===== src/hw/rtl/gspr_pkg.sv =====
`default_nettype none
// ----------------------------------------------------------------------------
// gspr_pkg
// Types, constants and arithmetic helpers shared by the regulator pipeline.
// ----------------------------------------------------------------------------
package gspr_pkg;

   localparam int PRES_W  = 24;
   localparam int ERR_W   = PRES_W + 1;
   localparam int WORD_W  = 32;
   localparam int DIV_W   = WORD_W + 8;
   localparam int ANGLE_W = 10;
   localparam int PROD_W  = WORD_W + ERR_W;
   localparam int SUM_W   = WORD_W + 1;
   localparam int TEN_W   = SUM_W + 4;

   localparam logic [ANGLE_W-1:0] MIN_OPEN_ANGLE = 10'd0;
   localparam logic [ANGLE_W-1:0] MAX_OPEN_ANGLE = 10'd850;

   localparam logic signed [WORD_W-1:0] WORD_MAX = 32'sh7fff_ffff;
   localparam logic signed [WORD_W-1:0] WORD_MIN = 32'sh8000_0000;

   typedef enum logic [2:0] {
      REG_FF_BASE  = 3'd0,
      REG_FF_ALPHA = 3'd1,
      REG_FF_MIN   = 3'd2,
      REG_FF_MAX   = 3'd3,
      REG_KP_BASE  = 3'd4,
      REG_KP_BETA  = 3'd5,
      REG_KP_MIN   = 3'd6,
      REG_KP_MAX   = 3'd7
   } csr_index_type;

   typedef struct packed {
      logic signed [WORD_W-1:0] ff_base;
      logic signed [WORD_W-1:0] ff_alpha;
      logic signed [WORD_W-1:0] ff_min;
      logic signed [WORD_W-1:0] ff_max;
      logic signed [WORD_W-1:0] kp_base;
      logic signed [WORD_W-1:0] kp_beta;
      logic signed [WORD_W-1:0] kp_min;
      logic signed [WORD_W-1:0] kp_max;
   } cfg_type;

   typedef struct packed {
      logic [PRES_W-1:0] rem;
      logic [DIV_W-1:0]  nq;
   } lane_type;

   typedef struct packed {
      logic signed [ERR_W-1:0] err;
      logic [PRES_W-1:0]       pres;
   } side_type;

   typedef struct packed {
      lane_type ff;
      lane_type kp;
      side_type side;
   } div_stage_type;

   typedef struct packed {
      logic [ANGLE_W-1:0]       angle;
      logic signed [WORD_W-1:0] pterm;
   } rsp_type;

   // one restoring division step: next dividend bit in, one quotient bit out
   function automatic lane_type div_step(lane_type l, logic [PRES_W-1:0] d);
      logic [PRES_W:0] t;
      logic [PRES_W:0] diff;
      logic            ge;
      lane_type        r;
      t    = {l.rem, l.nq[DIV_W-1]};
      diff = t - {1'b0, d};
      ge   = (t >= {1'b0, d});
      r.rem = ge ? diff[PRES_W-1:0] : t[PRES_W-1:0];
      r.nq  = {l.nq[DIV_W-2:0], ge};
      return r;
   endfunction

   function automatic logic [DIV_W-1:0] coef_mag(logic signed [WORD_W-1:0] c);
      logic [WORD_W-1:0] m;
      m = c[WORD_W-1] ? WORD_W'(-c) : WORD_W'(c);
      return {m, 8'd0};
   endfunction

   function automatic logic signed [WORD_W-1:0] sat_sum(logic signed [SUM_W-1:0] v);
      logic signed [WORD_W-1:0] r;
      if (v[SUM_W-1] != v[SUM_W-2]) begin
         r = v[SUM_W-1] ? WORD_MIN : WORD_MAX;
      end else begin
         r = v[WORD_W-1:0];
      end
      return r;
   endfunction

   // signed quotient from magnitude, saturated; zero divisor takes coef sign
   function automatic logic signed [WORD_W-1:0] sat_quo(logic [DIV_W-1:0] q,
         logic signed [WORD_W-1:0] coef, logic pres_zero);
      logic signed [WORD_W-1:0] r;
      logic                     neg;
      neg = coef[WORD_W-1];
      if (pres_zero) begin
         if (neg) begin
            r = WORD_MIN;
         end else if (coef != '0) begin
            r = WORD_MAX;
         end else begin
            r = '0;
         end
      end else if (neg) begin
         if (q > {{(DIV_W-WORD_W){1'b0}}, 1'b1, {(WORD_W-1){1'b0}}}) begin
            r = WORD_MIN;
         end else begin
            r = WORD_W'(-q);
         end
      end else begin
         if (q > {{(DIV_W-WORD_W){1'b0}}, 1'b0, {(WORD_W-1){1'b1}}}) begin
            r = WORD_MAX;
         end else begin
            r = q[WORD_W-1:0];
         end
      end
      return r;
   endfunction

   function automatic logic signed [WORD_W-1:0] clamp_hi_lo(
         logic signed [WORD_W-1:0] v, logic signed [WORD_W-1:0] lo,
         logic signed [WORD_W-1:0] hi);
      logic signed [WORD_W-1:0] r;
      r = v;
      if (r > hi) begin
         r = hi;
      end
      if (r < lo) begin
         r = lo;
      end
      return r;
   endfunction

endpackage
`default_nettype wire


===== src/hw/rtl/gspr_out.sv =====
`default_nettype none
// ----------------------------------------------------------------------------
// gspr_out
// Output register with a skid entry; freezes the pipeline when the skid fills.
// ----------------------------------------------------------------------------
module gspr_out
   import gspr_pkg::*;
(
   input  wire logic          clock,
   input  wire logic          reset,
   input  wire logic          in_valid,
   input  wire rsp_type       in_rsp,
   output logic               en,
   output logic               rsp_valid,
   input  wire logic          rsp_stall,
   output rsp_type            rsp_beat
);

   logic    out_valid_ff, skid_valid_ff;
   rsp_type out_ff, skid_ff;
   logic    push;

   assign en   = !skid_valid_ff;
   assign push = en && in_valid;

   always_ff @(posedge clock) begin
      if (reset) begin
         out_valid_ff  <= 1'b0;
         skid_valid_ff <= 1'b0;
      end else if (out_valid_ff && rsp_stall) begin
         if (push) begin
            skid_valid_ff <= 1'b1;
         end
      end else if (skid_valid_ff) begin
         out_valid_ff  <= 1'b1;
         skid_valid_ff <= 1'b0;
      end else begin
         out_valid_ff <= push;
      end
   end

   always_ff @(posedge clock) begin
      if (out_valid_ff && rsp_stall) begin
         if (push) begin
            skid_ff <= in_rsp;
         end
      end else if (skid_valid_ff) begin
         out_ff <= skid_ff;
      end else if (push) begin
         out_ff <= in_rsp;
      end
   end

   assign rsp_valid = out_valid_ff;
   assign rsp_beat  = out_ff;

`ifndef NO_ASSERTIONS
   a_skid_behind_out: assert property (@(posedge clock) disable iff (reset)
      skid_valid_ff |-> out_valid_ff)
      else $error("skid holds a beat while output is empty");
   a_skid_drains: assert property (@(posedge clock) disable iff (reset)
      (out_valid_ff && !rsp_stall && skid_valid_ff) |=> (out_valid_ff && !skid_valid_ff))
      else $error("skid beat not moved to output");
   a_frozen_on_full: assert property (@(posedge clock) disable iff (reset)
      (skid_valid_ff && out_valid_ff && rsp_stall) |=> skid_valid_ff && $stable(skid_ff))
      else $error("skid beat lost while stalled");
`endif

endmodule
`default_nettype wire


===== config.mk =====
export PLATFORM = sky130hd
export DESIGN_NAME = gspr_out
export DESIGN_NICKNAME = d
export VERILOG_FILES = /design/src/hw/rtl/gspr_pkg.sv /design/src/hw/rtl/gspr_out.sv
export SDC_FILE = /design/constraint.sdc
export NUM_CORES = 1
export LEC_CHECK = 0
export BUFFER_PORTS_ARGS = -buffer_cell sky130_fd_sc_hd__buf_2
export CORE_ASPECT_RATIO = 2
export CORE_UTILIZATION = 40
export DETAILED_ROUTE_END_ITERATION = 12
export SLEW_MARGIN = 10
export SYNTH_ARGS = -nofsm -noshare
export SYNTH_HDL_FRONTEND = slang
export SYNTH_SLANG_ARGS = --single-unit
export TNS_END_PERCENT = 1

===== constraint.sdc =====
create_clock -name clock -period 5.35 [get_ports clock]
set_input_delay 0.535 -clock clock [delete_from_list [all_inputs] [get_ports clock]]
set_output_delay 0.535 -clock clock [all_outputs]
set_load 0.03 [all_outputs]

* Word-level counts from Yosys, hierarchy flattened *
Index checks and enable logic that the tools add are counted.

word-level totals
  flip-flop bits (word level) = 86
  bits in writable memories = 0
  memories = 0
  bits in read-only memories = 0
  logic and storage cells = 17
  latch bits = 0
  input port bits = 46

cells by class
  add/subtract/negate cells = 0
  div/mod/pow operators = 0
  order comparisons = 0
  bitwise gates (word level) = 1
  shift-type cells = 0
  eq/ne operators = 0
  muxes and demuxes = 3
  reductions and logical operators = 7
  multiply operators = 0

operators by type and width
  cell                 count
  2-to-1 mux 42 bit    2
  AND reduction 2 bit  2
  logical AND 1 bit    2
  nonzero test 2 bit   1
  OR reduction 2 bit   1
  logical NOT 1 bit    1
  2-to-1 mux 1 bit     1
  inverter 1 bit       1

* Depth between registers and ports, before layout *
  word-level depth = 4
  mapped depth = 4
  mapped depth without buffers = 2

* Least setup slack after synthesis *
Ideal clock, no wire load.

  path type = flip-flop to flip-flop
  start point = register out_valid_ff (netlist: rsp_valid)
  end point = register skid_ff[0] (netlist name) (enable)
  data arrival time = 3.793 ns
  path slack = 1.055 ns
  required time = 4.848 ns
  cell stages (with the launch flop) = 3
  buffers on the path = 0
  period minus slack after synthesis = 4.295 ns
  cells stage by stage = dfxtp_1 > nand2_1 > nor3b_1

on the way
  word-level cells in the longest chain between the ends = 2

ends and longest elaborated chain
  element                               line            text
  from (decl)                           gspr_out.sv:19  logic out_valid_ff, skid_valid_ff;
  from (signal assigned)                gspr_out.sv:38  out_valid_ff <= push;
  logical AND 1 bit                     gspr_out.sv:43  if (out_valid_ff && rsp_stall) begin
  AND reduction 2 bit (no source line)  -
  to (signal assigned)                  gspr_out.sv:45  skid_ff <= in_rsp;
  to (decl)                             gspr_out.sv:20  rsp_type out_ff, skid_ff;

No other way between the ends.
A chain may end at the register's enable or synchronous reset.

* Worst setup path in the final report *
  start point = register skid_valid_ff
  end point = register out_ff (netlist bit rsp_beat[30]) (enable)

on the way
  word-level cells in the longest chain between the ends = 4

ends and longest elaborated chain
  element                                 line            text
  from (decl)                             gspr_out.sv:19
  from (signal assigned)                  gspr_out.sv:29  skid_valid_ff <= 1'b0;
  from (signal assigned)                  gspr_out.sv:32  skid_valid_ff <= 1'b1;
  from (signal assigned)                  gspr_out.sv:36  skid_valid_ff <= 1'b0;
  logical NOT 1 bit                       gspr_out.sv:23  assign en = !skid_valid_ff;
  logical AND 1 bit                       gspr_out.sv:24  assign push = en && in_valid;
  nonzero test 2 bit (no source line) *   -
  AND reduction 2 bit (no source line) *  -
  to (signal assigned)                    gspr_out.sv:48  out_ff <= skid_ff;
  to (signal assigned)                    gspr_out.sv:50  out_ff <= in_rsp;
  to (decl)                               gspr_out.sv:20

Every way passes the cells marked *; elsewhere a longest branch is shown, timed or not.

==> impl_results.rst <==
.. list-table::
   :header-rows: 1

   * - Metric
     - Value
   * - Crit path launch type
     - flip-flop
   * - Most numerous cell in the Yosys netlist
     - sky130_fd_sc_hd__edfxtp_1
   * - Met3 track demand over resource in global routing
     - 3.39%
   * - Leading post-synthesis cells by cell area
     - sky130_fd_sc_hd__edfxtp_1 (76%), sky130_fd_sc_hd__mux2_4 (17%), sky130_fd_sc_hd__buf_12 (2.4%), sky130_fd_sc_hd__mux2_2 (1.7%), sky130_fd_sc_hd__dfxtp_1 (1.2%)
   * - Number of clock sinks
     - 86
   * - Flip-flop cell with the highest count after synthesis
     - sky130_fd_sc_hd__edfxtp_1
   * - Height of the die
     - between 100 and 150 um
   * - Final total negative setup slack
     - 0 ns
   * - Pre-antenna DRT Iters
     - 4
   * - TritonCTS clock tree
     - yes
   * - Number of enable-type register cells in the synthesized netlist
     - 84
   * - Cell area after synthesis
     - between 3000 and 4000 um^2
   * - Port bufs
     - between 80 and 90
   * - Total power density per cell area
     - around 370 nW/um^2
   * - Proportion of register bits with asynchronous set or reset after synthesis
     - 0%
   * - Power, Total
     - 1510 uW
   * - Per-instance average area after synthesis
     - ~24 um^2
   * - Post-CTS Setup Bufs
     - 0
   * - Critical-path maximum fanout
     - 42
   * - Kind of capture point of the worst setup path
     - flip-flop
   * - Syn. warnings
     - 0
   * - Final hold violation count
     - 0
   * - Maximum clock skew at final layout
     - 0.00431 ns
   * - Cts bufs inserted
     - 9
   * - Worst EP arrival
     - 1.86 ns
   * - Yosys reg bits
     - 86
   * - Vias in the first global route
     - approximately 1.7k
   * - Slew headroom
     - between 60% and 70%
   * - Busiest layer in global routing
     - met2
   * - Clock insertion delay at the later pin of the skew report
     - 0.33 ns
   * - CP required
     - roughly 5.3 ns
   * - Post-synthesis cell type with the largest combined area
     - sky130_fd_sc_hd__edfxtp_1
   * - Sequential element share of the synthesized area
     - slightly below 80%
   * - GRT Total Usage
     - between 10% and 20%
   * - Detailed-route wire length per cell
     - 16.0 um
   * - Synth top area share
     - 76.5%
   * - Setup repair after global routing missed its margin
     - no
   * - Hold buffer count at cts
     - 0
   * - Outcome
     - completed
   * - Nets
     - about 280
   * - Antenna Cells
     - 0
   * - Number of max-cap violations
     - 0
   * - Post-DP HPWL
     - approximately 3700 um
   * - DR vias
     - between 1.5k and 2k
   * - Root buf cell
     - sky130_fd_sc_hd__clkbuf_16
   * - LEAKAGE
     - around 0.0016 uW
   * - Gate count after technology mapping
     - 140
   * - Floorplan row count
     - 46
   * - Chip width
     - ~66 um
   * - Tcrit/Tclk final
     - 35.5%
   * - Area of the core region
     - 7940 um^2
   * - Distinct cells, synth
     - 12
   * - Antenna violations before repair
     - 0
   * - Critical path type
     - flip-flop to flip-flop
   * - Die area
     - between 8000 and 9000 um^2
   * - Flop2flop setup slack
     - around 3.4 ns
   * - Post-synthesis net count
     - around 190
   * - Final count of pins violating max slew
     - 0
   * - Peak Freq
     - around 530 MHz
   * - Final Setup Violations
     - 0
   * - Global-route congestion overflow total
     - 0
   * - H-tree levels
     - 3
   * - Drt initial violations
     - between 90 and 100
   * - Post-CTS sizing
     - 0
   * - IR Drop Worst-Case VDD
     - 0.211 mV
   * - Global placer's final weighted congestion
     - around 0.70
   * - Pin count of the biggest net entering global routing
     - 43
   * - Growth of design area from synthesis to finish
     - 24.1%
   * - Buffer levels on the longest clock path
     - 2
   * - I/O pin cnt
     - 90
   * - Worst slew pin tran
     - about 0.56 ns
   * - Starting density of the core
     - between 40% and 50%
   * - Min cycle time layout
     - between 1.5 and 2 ns
   * - Detail-routed via count per cell
     - around 4.6
   * - Met2 track demand over resource in global routing
     - 22.8%
   * - Met1 Track Usage GR
     - 15.9%
   * - First-pass GRT wire length
     - 8380 um
   * - Total routed wirelength
     - about 5400 um
   * - Proportion of layout cells with a drive suffix above 1
     - between 60% and 70%
   * - Most used standard cells in the synthesized netlist
     - sky130_fd_sc_hd__edfxtp_1 (84), sky130_fd_sc_hd__mux2_4 (37), sky130_fd_sc_hd__mux2_2 (5)
   * - Post-route DRC violation count
     - 0
   * - Clock transition at path regs
     - roughly 0.060 ns
   * - Residual antenna-violating net count after detailed routing
     - 0
   * - Type of the worst min-delay path
     - primary input to flip-flop
==> where the power goes <==
part / internal (uW) / switching, uW
logic: 53.3 / 81.9
registers: 777 / 9.97
clock network: 356 / 232
total: 1190 / 324
==> state kept, by name (all words and copies together) (netlist names) <==
name and cells:
rsp_beat 42, skid_valid_ff 1, rsp_valid 1, skid_ff 42
==> final cells by class <==
cell class / instances / area, um^2
Timing Repair Buffer: 92 / 468
Tap cell: 96 / 120
Sequential cell: 86 / 2560
Fill cell: 662 / 3850
Clock inverter: 6 / 52.6
Clock buffer: 10 / 229
Multi-Input combinational cell: 48 / 658
Inverter: 1 / 3.75
==> layer usage <==
metal / part of all wire (%) / vias up
met3: 5.3 / 5
met5: 0 / -
met2: 54 / 49
li1: - / 750
met4: 1.4 / 0
met1: 39 / 772
==> cell families (layout without fill, tap and decap cells) <==
| logic type | Yosys count | in the layout | share of synthesized area, % |
|---|---|---|---|
| simple gates | 4 | 4 | 0.606 |
| buf+inv | 6 | 109 | 2.88 |
| mux | 42 | 42 | 18.5 |
| flops | 86 | 86 | 77.7 |
| compound gates | 2 | 2 | 0.303 |
==> path summary, 6_finish.rpt <==
| kind | cells past startpoint | startpoint | endpoint |
|---|---|---|---|
| worst min-delay path | 2 | reset | rsp_valid |
| worst max register to register | 3 | skid_valid_ff | rsp_beat[30] |
| worst min register to register | 1 | skid_ff[16] | rsp_beat[16] |
| worst max-delay path | 3 | skid_valid_ff | rsp_beat[30] |
==> critical path, stage by stage (launching register included) <==
cell and delay [ns]:
sky130_fd_sc_hd__dfxtp_2 0.68, sky130_fd_sc_hd__nor2_1 0.21, sky130_fd_sc_hd__a21oi_4 0.15, sky130_fd_sc_hd__buf_4 0.48
==> cells in the final DEF (no fill, tap or decap), drive strengths merged <==
master	n
dfxtp	2
bufinv	1
nor2	1
mux2	42
a21oi	2
clkbuf	10
buf	92
nor3	1
clkinv	5
inv	1
edfxtp	84
nand2	1
nor3b	1
==> stage by stage <==
step	setup slack, ns	std cells	cell area (um^2)	utilization (%)	hold WS [ns]
final	3.45	339	4100	51.6	0.385
after global routing	3.30	339	4100	51.6	0.380
after CTS	3.41	339	4100	51.6	0.361
after detailed placement	3.41	323	3810	48.0	0.535
after global placement	3.46	323	3810	48.0	0.531
after floorplan	1.06	140	3300	-	0.523
Power figures use the tool's default switching activity.
