===== config.mk =====
export PLATFORM = sky130hd
export DESIGN_NAME = gspr_post
export DESIGN_NICKNAME = d
export VERILOG_FILES = /design/src/hw/rtl/gspr_pkg.sv /design/src/hw/rtl/gspr_post.sv
export SDC_FILE = /design/constraint.sdc
export NUM_CORES = 2
export LEC_CHECK = 0
export BUFFER_PORTS_ARGS = -buffer_cell sky130_fd_sc_hd__buf_2
export CAP_MARGIN = 0
export CORE_ASPECT_RATIO = 0.8
export CORE_MARGIN = 2
export CORE_UTILIZATION = 49
export CTS_CLUSTER_DIAMETER = 60
export DETAILED_ROUTE_END_ITERATION = 6
export MAX_ROUTING_LAYER = met4
export PLACE_DENSITY = 0.73
export SLEW_MARGIN = 10
export SYNTH_ARGS = -nofsm -noshare
export SYNTH_HDL_FRONTEND = slang
export SYNTH_SLANG_ARGS = --single-unit
export TNS_END_PERCENT = 50

===== constraint.sdc =====
create_clock -name clock -period 8 [get_ports clock]
set_input_delay 1.6 -clock clock [delete_from_list [all_inputs] [get_ports clock]]
set_output_delay 1.6 -clock clock [all_outputs]
set_load 0.01 [all_outputs]

===== src/hw/rtl/gspr_pkg.sv =====
`default_nettype none
// ----------------------------------------------------------------------------
// gspr_pkg
// Types, constants and arithmetic helpers shared by the regulator pipeline.
// ----------------------------------------------------------------------------
package gspr_pkg;

   localparam int PRES_W  = 24;
   localparam int ERR_W   = PRES_W + 1;
   localparam int WORD_W  = 32;
   localparam int DIV_W   = WORD_W + 8;
   localparam int ANGLE_W = 10;
   localparam int PROD_W  = WORD_W + ERR_W;
   localparam int SUM_W   = WORD_W + 1;
   localparam int TEN_W   = SUM_W + 4;

   localparam logic [ANGLE_W-1:0] MIN_OPEN_ANGLE = 10'd0;
   localparam logic [ANGLE_W-1:0] MAX_OPEN_ANGLE = 10'd850;

   localparam logic signed [WORD_W-1:0] WORD_MAX = 32'sh7fff_ffff;
   localparam logic signed [WORD_W-1:0] WORD_MIN = 32'sh8000_0000;

   typedef enum logic [2:0] {
      REG_FF_BASE  = 3'd0,
      REG_FF_ALPHA = 3'd1,
      REG_FF_MIN   = 3'd2,
      REG_FF_MAX   = 3'd3,
      REG_KP_BASE  = 3'd4,
      REG_KP_BETA  = 3'd5,
      REG_KP_MIN   = 3'd6,
      REG_KP_MAX   = 3'd7
   } csr_index_type;

   typedef struct packed {
      logic signed [WORD_W-1:0] ff_base;
      logic signed [WORD_W-1:0] ff_alpha;
      logic signed [WORD_W-1:0] ff_min;
      logic signed [WORD_W-1:0] ff_max;
      logic signed [WORD_W-1:0] kp_base;
      logic signed [WORD_W-1:0] kp_beta;
      logic signed [WORD_W-1:0] kp_min;
      logic signed [WORD_W-1:0] kp_max;
   } cfg_type;

   typedef struct packed {
      logic [PRES_W-1:0] rem;
      logic [DIV_W-1:0]  nq;
   } lane_type;

   typedef struct packed {
      logic signed [ERR_W-1:0] err;
      logic [PRES_W-1:0]       pres;
   } side_type;

   typedef struct packed {
      lane_type ff;
      lane_type kp;
      side_type side;
   } div_stage_type;

   typedef struct packed {
      logic [ANGLE_W-1:0]       angle;
      logic signed [WORD_W-1:0] pterm;
   } rsp_type;

   // one restoring division step: next dividend bit in, one quotient bit out
   function automatic lane_type div_step(lane_type l, logic [PRES_W-1:0] d);
      logic [PRES_W:0] t;
      logic [PRES_W:0] diff;
      logic            ge;
      lane_type        r;
      t    = {l.rem, l.nq[DIV_W-1]};
      diff = t - {1'b0, d};
      ge   = (t >= {1'b0, d});
      r.rem = ge ? diff[PRES_W-1:0] : t[PRES_W-1:0];
      r.nq  = {l.nq[DIV_W-2:0], ge};
      return r;
   endfunction

   function automatic logic [DIV_W-1:0] coef_mag(logic signed [WORD_W-1:0] c);
      logic [WORD_W-1:0] m;
      m = c[WORD_W-1] ? WORD_W'(-c) : WORD_W'(c);
      return {m, 8'd0};
   endfunction

   function automatic logic signed [WORD_W-1:0] sat_sum(logic signed [SUM_W-1:0] v);
      logic signed [WORD_W-1:0] r;
      if (v[SUM_W-1] != v[SUM_W-2]) begin
         r = v[SUM_W-1] ? WORD_MIN : WORD_MAX;
      end else begin
         r = v[WORD_W-1:0];
      end
      return r;
   endfunction

   // signed quotient from magnitude, saturated; zero divisor takes coef sign
   function automatic logic signed [WORD_W-1:0] sat_quo(logic [DIV_W-1:0] q,
         logic signed [WORD_W-1:0] coef, logic pres_zero);
      logic signed [WORD_W-1:0] r;
      logic                     neg;
      neg = coef[WORD_W-1];
      if (pres_zero) begin
         if (neg) begin
            r = WORD_MIN;
         end else if (coef != '0) begin
            r = WORD_MAX;
         end else begin
            r = '0;
         end
      end else if (neg) begin
         if (q > {{(DIV_W-WORD_W){1'b0}}, 1'b1, {(WORD_W-1){1'b0}}}) begin
            r = WORD_MIN;
         end else begin
            r = WORD_W'(-q);
         end
      end else begin
         if (q > {{(DIV_W-WORD_W){1'b0}}, 1'b0, {(WORD_W-1){1'b1}}}) begin
            r = WORD_MAX;
         end else begin
            r = q[WORD_W-1:0];
         end
      end
      return r;
   endfunction

   function automatic logic signed [WORD_W-1:0] clamp_hi_lo(
         logic signed [WORD_W-1:0] v, logic signed [WORD_W-1:0] lo,
         logic signed [WORD_W-1:0] hi);
      logic signed [WORD_W-1:0] r;
      r = v;
      if (r > hi) begin
         r = hi;
      end
      if (r < lo) begin
         r = lo;
      end
      return r;
   endfunction

endpackage
`default_nettype wire


===== src/hw/rtl/gspr_post.sv =====
`default_nettype none
// ----------------------------------------------------------------------------
// gspr_post
// Quotient saturation, scheduling clamps, proportional product and angle.
// ----------------------------------------------------------------------------
module gspr_post
   import gspr_pkg::*;
(
   input  wire logic          clock,
   input  wire logic          reset,
   input  wire logic          en,
   input  wire cfg_type       cfg,
   input  wire logic          in_valid,
   input  wire div_stage_type in_stage,
   output logic               out_valid,
   output rsp_type            out_rsp
);

   logic [6:0] valid_ff;

   logic signed [WORD_W-1:0] q_ff_ff, q_kp_ff, s_ff_ff, s_kp_ff, c_ff_ff, c_kp_ff;
   logic signed [ERR_W-1:0]  err1_ff, err2_ff, err3_ff;
   logic signed [WORD_W-1:0] ff4_ff, ff5_ff;
   logic signed [PROD_W-1:0] prod_ff;
   logic signed [WORD_W-1:0] pterm5_ff, pterm6_ff, pterm7_ff;
   logic signed [TEN_W-1:0]  tenths_ff;
   logic [ANGLE_W-1:0]       angle_ff;

   logic signed [PROD_W-9:0] prod_sh;
   logic signed [WORD_W-1:0] pterm_in;
   logic signed [SUM_W-1:0]  sum_in;
   logic signed [TEN_W-1:0]  tenths_in;
   logic [TEN_W-1:0]         mag;
   logic [TEN_W-17:0]        whole;
   logic [ANGLE_W-1:0]       angle_in;
   logic                     pres_zero;

   assign pres_zero = (in_stage.side.pres == '0);

   always_comb begin
      prod_sh = prod_ff[PROD_W-1:8];
      if (prod_sh > PROD_W'(WORD_MAX)) begin
         pterm_in = WORD_MAX;
      end else if (prod_sh < PROD_W'(WORD_MIN)) begin
         pterm_in = WORD_MIN;
      end else begin
         pterm_in = prod_sh[WORD_W-1:0];
      end
      sum_in    = SUM_W'(pterm5_ff) + SUM_W'(ff5_ff);
      tenths_in = (TEN_W'(sum_in) <<< 3) + (TEN_W'(sum_in) <<< 1);
      mag   = tenths_ff[TEN_W-1] ? TEN_W'(-tenths_ff) : TEN_W'(tenths_ff);
      whole = mag[TEN_W-1:16];
      if (tenths_ff[TEN_W-1] && whole != '0) begin
         angle_in = MIN_OPEN_ANGLE;
      end else begin
         if (whole > (TEN_W-16)'(MAX_OPEN_ANGLE)) begin
            angle_in = MAX_OPEN_ANGLE;
         end else begin
            angle_in = whole[ANGLE_W-1:0];
         end
         if (angle_in < MIN_OPEN_ANGLE) begin
            angle_in = MIN_OPEN_ANGLE;
         end
      end
   end

   always_ff @(posedge clock) begin
      if (reset) begin
         valid_ff <= '0;
      end else if (en) begin
         valid_ff <= {valid_ff[5:0], in_valid};
      end
   end

   always_ff @(posedge clock) begin
      if (en) begin
         q_ff_ff   <= sat_quo(in_stage.ff.nq, cfg.ff_alpha, pres_zero);
         q_kp_ff   <= sat_quo(in_stage.kp.nq, cfg.kp_beta, pres_zero);
         err1_ff   <= in_stage.side.err;
         s_ff_ff   <= sat_sum(SUM_W'(cfg.ff_base) + SUM_W'(q_ff_ff));
         s_kp_ff   <= sat_sum(SUM_W'(cfg.kp_base) + SUM_W'(q_kp_ff));
         err2_ff   <= err1_ff;
         c_ff_ff   <= clamp_hi_lo(s_ff_ff, cfg.ff_min, cfg.ff_max);
         c_kp_ff   <= clamp_hi_lo(s_kp_ff, cfg.kp_min, cfg.kp_max);
         err3_ff   <= err2_ff;
         prod_ff   <= PROD_W'(c_kp_ff) * PROD_W'(err3_ff);
         ff4_ff    <= c_ff_ff;
         pterm5_ff <= pterm_in;
         ff5_ff    <= ff4_ff;
         tenths_ff <= tenths_in;
         pterm6_ff <= pterm5_ff;
         angle_ff  <= angle_in;
         pterm7_ff <= pterm6_ff;
      end
   end

   assign out_valid     = valid_ff[6];
   assign out_rsp.angle = angle_ff;
   assign out_rsp.pterm = pterm7_ff;

endmodule
`default_nettype wire


Word-level counts from Yosys, hierarchy flattened
Cells that the tools add are included.

word-level totals
  flip-flop bits (word level) = 538
  output and inout bits = 43
  input port bits = 437
  word-level logic and storage cells = 72

cells by class
  multiplexer cells = 26
  reductions and logical operators = 6
  equal/unequal tests = 2
  add/subtract/negate cells = 7
  multiply operators = 1
  order comparisons = 12

operators with widths
  kind                  count
  $mux 32               21
  $add 32x32->33        3
  $gt 40x31->1 const B  2
  $gt 40x32->1 const B  2
  $gt 32x32->1          2
  $lt 32x32->1          2
  $neg 32->32           2
  $reduce_bool 32->1    2
  $mux 31               2
  $mul 32x25->57        1
  $gt 49x32->1 const B  1
  $lt 49x32->1 const B  1
  $add 36x34->37        1
  $mux 37               1
  $neg 37->37           1
  $logic_not 24->1      1
  $gt 21x10->1 const B  1
  $reduce_bool 21->1    1
  $mux 10               2
  $lt 10x1->1 const B   1
  $ne 1x1->1            2
  $reduce_or 2->1       1
  $logic_and 1x1->1     1

Logic depth before layout (Yosys ltp)
  depth after elaboration = 7
  gate-level depth with buffers = 27
  depth with buffers taken out = 26

Worst setup path after synthesis
No wires, ideal clock.

  kind = register -> register
  start point = register c_kp_ff[31]
  end point = register prod_ff[56] (data pin)
  path buffers = 1
  data required time = 7734 ps
  arrival time = 7631 ps
  library setup time = 266 ps
  stages on the path, launching flop included = 25
  period minus slack after synthesis = 7897 ps
  setup slack = 103 ps
  cells stage by stage = edfxtp_1 -> clkbuf_1 -> nand2_1 -> inv_1 -> fa_1 -> fa_1 -> inv_1 -> fa_1 -> inv_1 -> fa_1 -> fa_1 -> fa_1 -> inv_1 -> fa_1 -> inv_1 -> ha_1 -> o211a_1 -> a221o_1 -> a21o_1 -> a21o_1 -> a2111oi_0 -> o211ai_1 -> and3_1 -> o21ai_0 -> a31oi_1

between the ends
  cells in the longest elaborated chain, start to end = 1

ends and longest elaborated chain
  item                      RTL line         source
  start: declaration        gspr_post.sv:21  logic signed [WORD_W-1:0] q_ff_ff, q_kp_ff, s_ff_ff, s_kp_ff, c_ff_ff, c_kp_ff;
  start signal: assignment  gspr_post.sv:84  c_kp_ff <= clamp_hi_lo(s_kp_ff, cfg.kp_min, cfg.kp_max);
  $mul 32x25->57            gspr_post.sv:86  prod_ff <= PROD_W'(c_kp_ff) * PROD_W'(err3_ff);
  end signal: assignment    gspr_post.sv:86
  end: declaration          gspr_post.sv:24  logic signed [PROD_W-1:0] prod_ff;

No other way between the ends.
A chain may end at the register's enable or synchronous reset.

Worst setup path in the final report
  start point = register err3_ff[5]
  end point = register prod_ff[55] (data pin)

between the ends
  cells in the longest elaborated chain, start to end = 1

ends and longest elaborated chain
  item                      RTL line         source
  start: declaration        gspr_post.sv:22  logic signed [ERR_W-1:0] err1_ff, err2_ff, err3_ff;
  start signal: assignment  gspr_post.sv:85  err3_ff <= err2_ff;
  $mul 32x25->57            gspr_post.sv:86

No other way between the ends.

==> flow_summary.yaml <==
place:
  portBuffers: 431
  place_congestion: 0.936
  dpl_worst_slack_ps: 125
  hpwlAfterDp_mm: 123
  dp_cells: 7795
timing:
  tightest_slew_ps: 1170
  finalHoldViolations: 0
  fin_skew_ps: 42.9
  rsz0062_at_grt: "false"
  tns_ps: 0
  fmax_mhz: 129
  layout_min_cycle_time_ps: 7730
  whs_ps: 400
  slew-limit-headroom_pct: 21.6
  fin_crit_sh_pct: 96.6
  finalSetupViolCount: 0
  setup_ws_ps: 273
  slew_viol_final: 0
detailed_routing:
  ant_nets: 0
  first_pass_iters: 6
  wl_mm: 151
  remaining_drc_errors: 0
  vias_per_cell: 5.44
  wl_per_cell_um: 19.0
  drtIter0Drc: 3180
  vias: 43258
yosys:
  synth-seq-cells: 529
  syn-num-nets: 7502
  syn_avg_cell_area_um2: 10.1
  synth_top_area_share_pct: 27.9
  ys_seq_area_share_pct: 26.8
  async_reset_ff_share_pct: 0
  synth_area_um2: 59000
  yosysWarningCount: 0
  yosysTopAreaCell: "fa_1"
  synth-edff-count: 522
  ys.flop_type: "edfxtp_1"
  synthDistinctLibCells: 91
  yosys-top-cells-area: "fa_1, edfxtp_1, ha_1"
  synthCells: 5835
grt:
  overflow: 0
  grtUsageTotal_pct: 26.0
  grt_pass1_vias: 43853
  grt_pass1_wl_mm: 242
  grt_start_max_net_pins: 181
  antenna_found_initial: 39
floorplan:
  ios: 480
  rows: 113
  die_area_um2: 123000
  die_x_um: 392
  core-area_um2: 119000
  start_util_pct: 49.6
  die_y_um: 314
critical_path:
  path_class: "register to register"
  end_kind: "register"
  crit_path_max_fanout: 32
  crit_start: "err3_ff[5]"
  arrival_ps: 8160
  required_ps: 8430
  r2r_start: "err3_ff[5]"
  r2r-end: "prod_ff[55]"
  ff2ff_path_depth: 25
  start_kind: "register"
  cp-endpoint: "prod_ff[55]"
  rrSetupSlack_ps: 270
clock_tree:
  cts_buffer_depth: 3
  cts_tree: "done"
  numCtsBuffers: 66
  root_buffer: "clkbuf_16"
  ctsHoldBuffers: 0
  cts.sinks: 529
  path_clk_slew_ps: 60
  clock_latency_ps: 700
  cts_max_level: 3
run_status:
  outcome: "finished clean"
worst_hold_path:
  hp-class: "register to register"
layout:
  final_common_cell: "inv_1"
  final_cell_mix: "inv_1, fa_1, nand2_1"
  drive_gt1_share_pct: 13.1
  instances_no_fill: 7954
  area_growth_pct: 12.5
  nNetsFinal: 7929
run:
  maxCapViolCount: 0
==> flip-flops by register name (all words and copies together), names as in the netlist <==
signal and count:
angle_ff 10, q_ff_ff 32, s_kp_ff 32, c_kp_ff 32, err2_ff 25, ff4_ff 32
pterm7_ff 32, q_kp_ff 32, err3_ff 25, valid_ff 7, c_ff_ff 32, tenths_ff 36
ff5_ff 32, pterm6_ff 32, pterm5_ff 32, prod_ff 49, s_ff_ff 32, err1_ff 25
==> layout make-up <==
type,instances,area [um^2]
inverter,1028,3860
fill,10229,52700
multi-input combinational,4035,38400
clock buffer,71,1680
clock inverter,49,653
tap,1610,2010
timing repair buffer,602,3860
sequential,529,15800
antenna,30,75.1
==> worst min path at each step <==
| stage | start | end | slack, ps | depth (start not counted) |
|---|---|---|---|---|
| after floorplan | err1_ff[0] | err2_ff[0] | 400 | 0 |
| after global placement | pterm6_ff[8] | pterm7_ff[8] | 400 | 0 |
| after detailed placement | err1_ff[19] | err2_ff[19] | 400 | 0 |
| after CTS | pterm6_ff[3] | pterm7_ff[3] | 390 | 0 |
| after global routing | ff4_ff[6] | ff5_ff[6] | 410 | 0 |
| final | err1_ff[7] | err2_ff[7] | 400 | 0 |
==> Yosys cell counts, drive strengths merged (46+ instances only) <==
cell,count
o221ai,77
nor2,201
a21oi,243
and2,389
nand4,53
nand2,620
nor4,47
xnor2,120
inv,1027
ha,408
edfxtp,522
fa,822
mux2,66
o21a,46
o21ai,178
xor2,51
clkbuf,216
nor2b,57
a21o,134
nor3,55
==> per-layer routing <==
metal	GRT usage (%)	wire [um]	vias up
met5	-	0	-
met4	6.14	3290	0
met3	6.36	14300	206
met2	38.6	67100	1621
met1	36.0	66600	21357
li1	-	-	20074
==> through the flow <==
stage | instance area, um^2 | util (%)
after floorplan | 59000 | -
after global placement | 63900 | 53.7
after detailed placement | 63900 | 53.7
after CTS | 66200 | 55.6
after global routing | 66400 | 55.8
final | 66400 | 55.8
==> repair_timing <==
item,CTS,global route
setup buffers,0,9
endpoints found under the setup margin,0,10
gates resized for setup,0,7
==> worst max-delay path: stages, from the launching register on <==
cell        delay (ps)
edfxtp_1           410
buf_12             200
and2_1             190
fa_1               530
fa_1               590
inv_1              120
fa_2               620
clkinvlp_4         150
buf_4              170
fa_1               550
fa_1               440
fa_1               540
inv_1               50
fa_1               530
inv_1               40
ha_1               310
o211a_1            210
a221o_1            280
a21o_1             170
a21o_1             210
a2111oi_1          410
o211ai_1           200
and3_1             220
buf_4              130
nor2_1             100
xnor2_1             70
==> kinds of logic after synthesis <==
| family | share of synthesized area [%] |
|---|---|
| AND/OR/NAND/NOR | 13.5 |
| adder cells (fa/ha/maj) | 37.2 |
| buffers and inverters | 8.17 |
| flip-flops | 26.8 |
| multiplexers | 1.68 |
| XOR/XNOR | 2.54 |
| AO/OA/AOI/OAI | 10.1 |
Power is left out: the tool's default activity adds up to more than one toggle a clock period on the data nets, which glitch-free logic cannot reach.
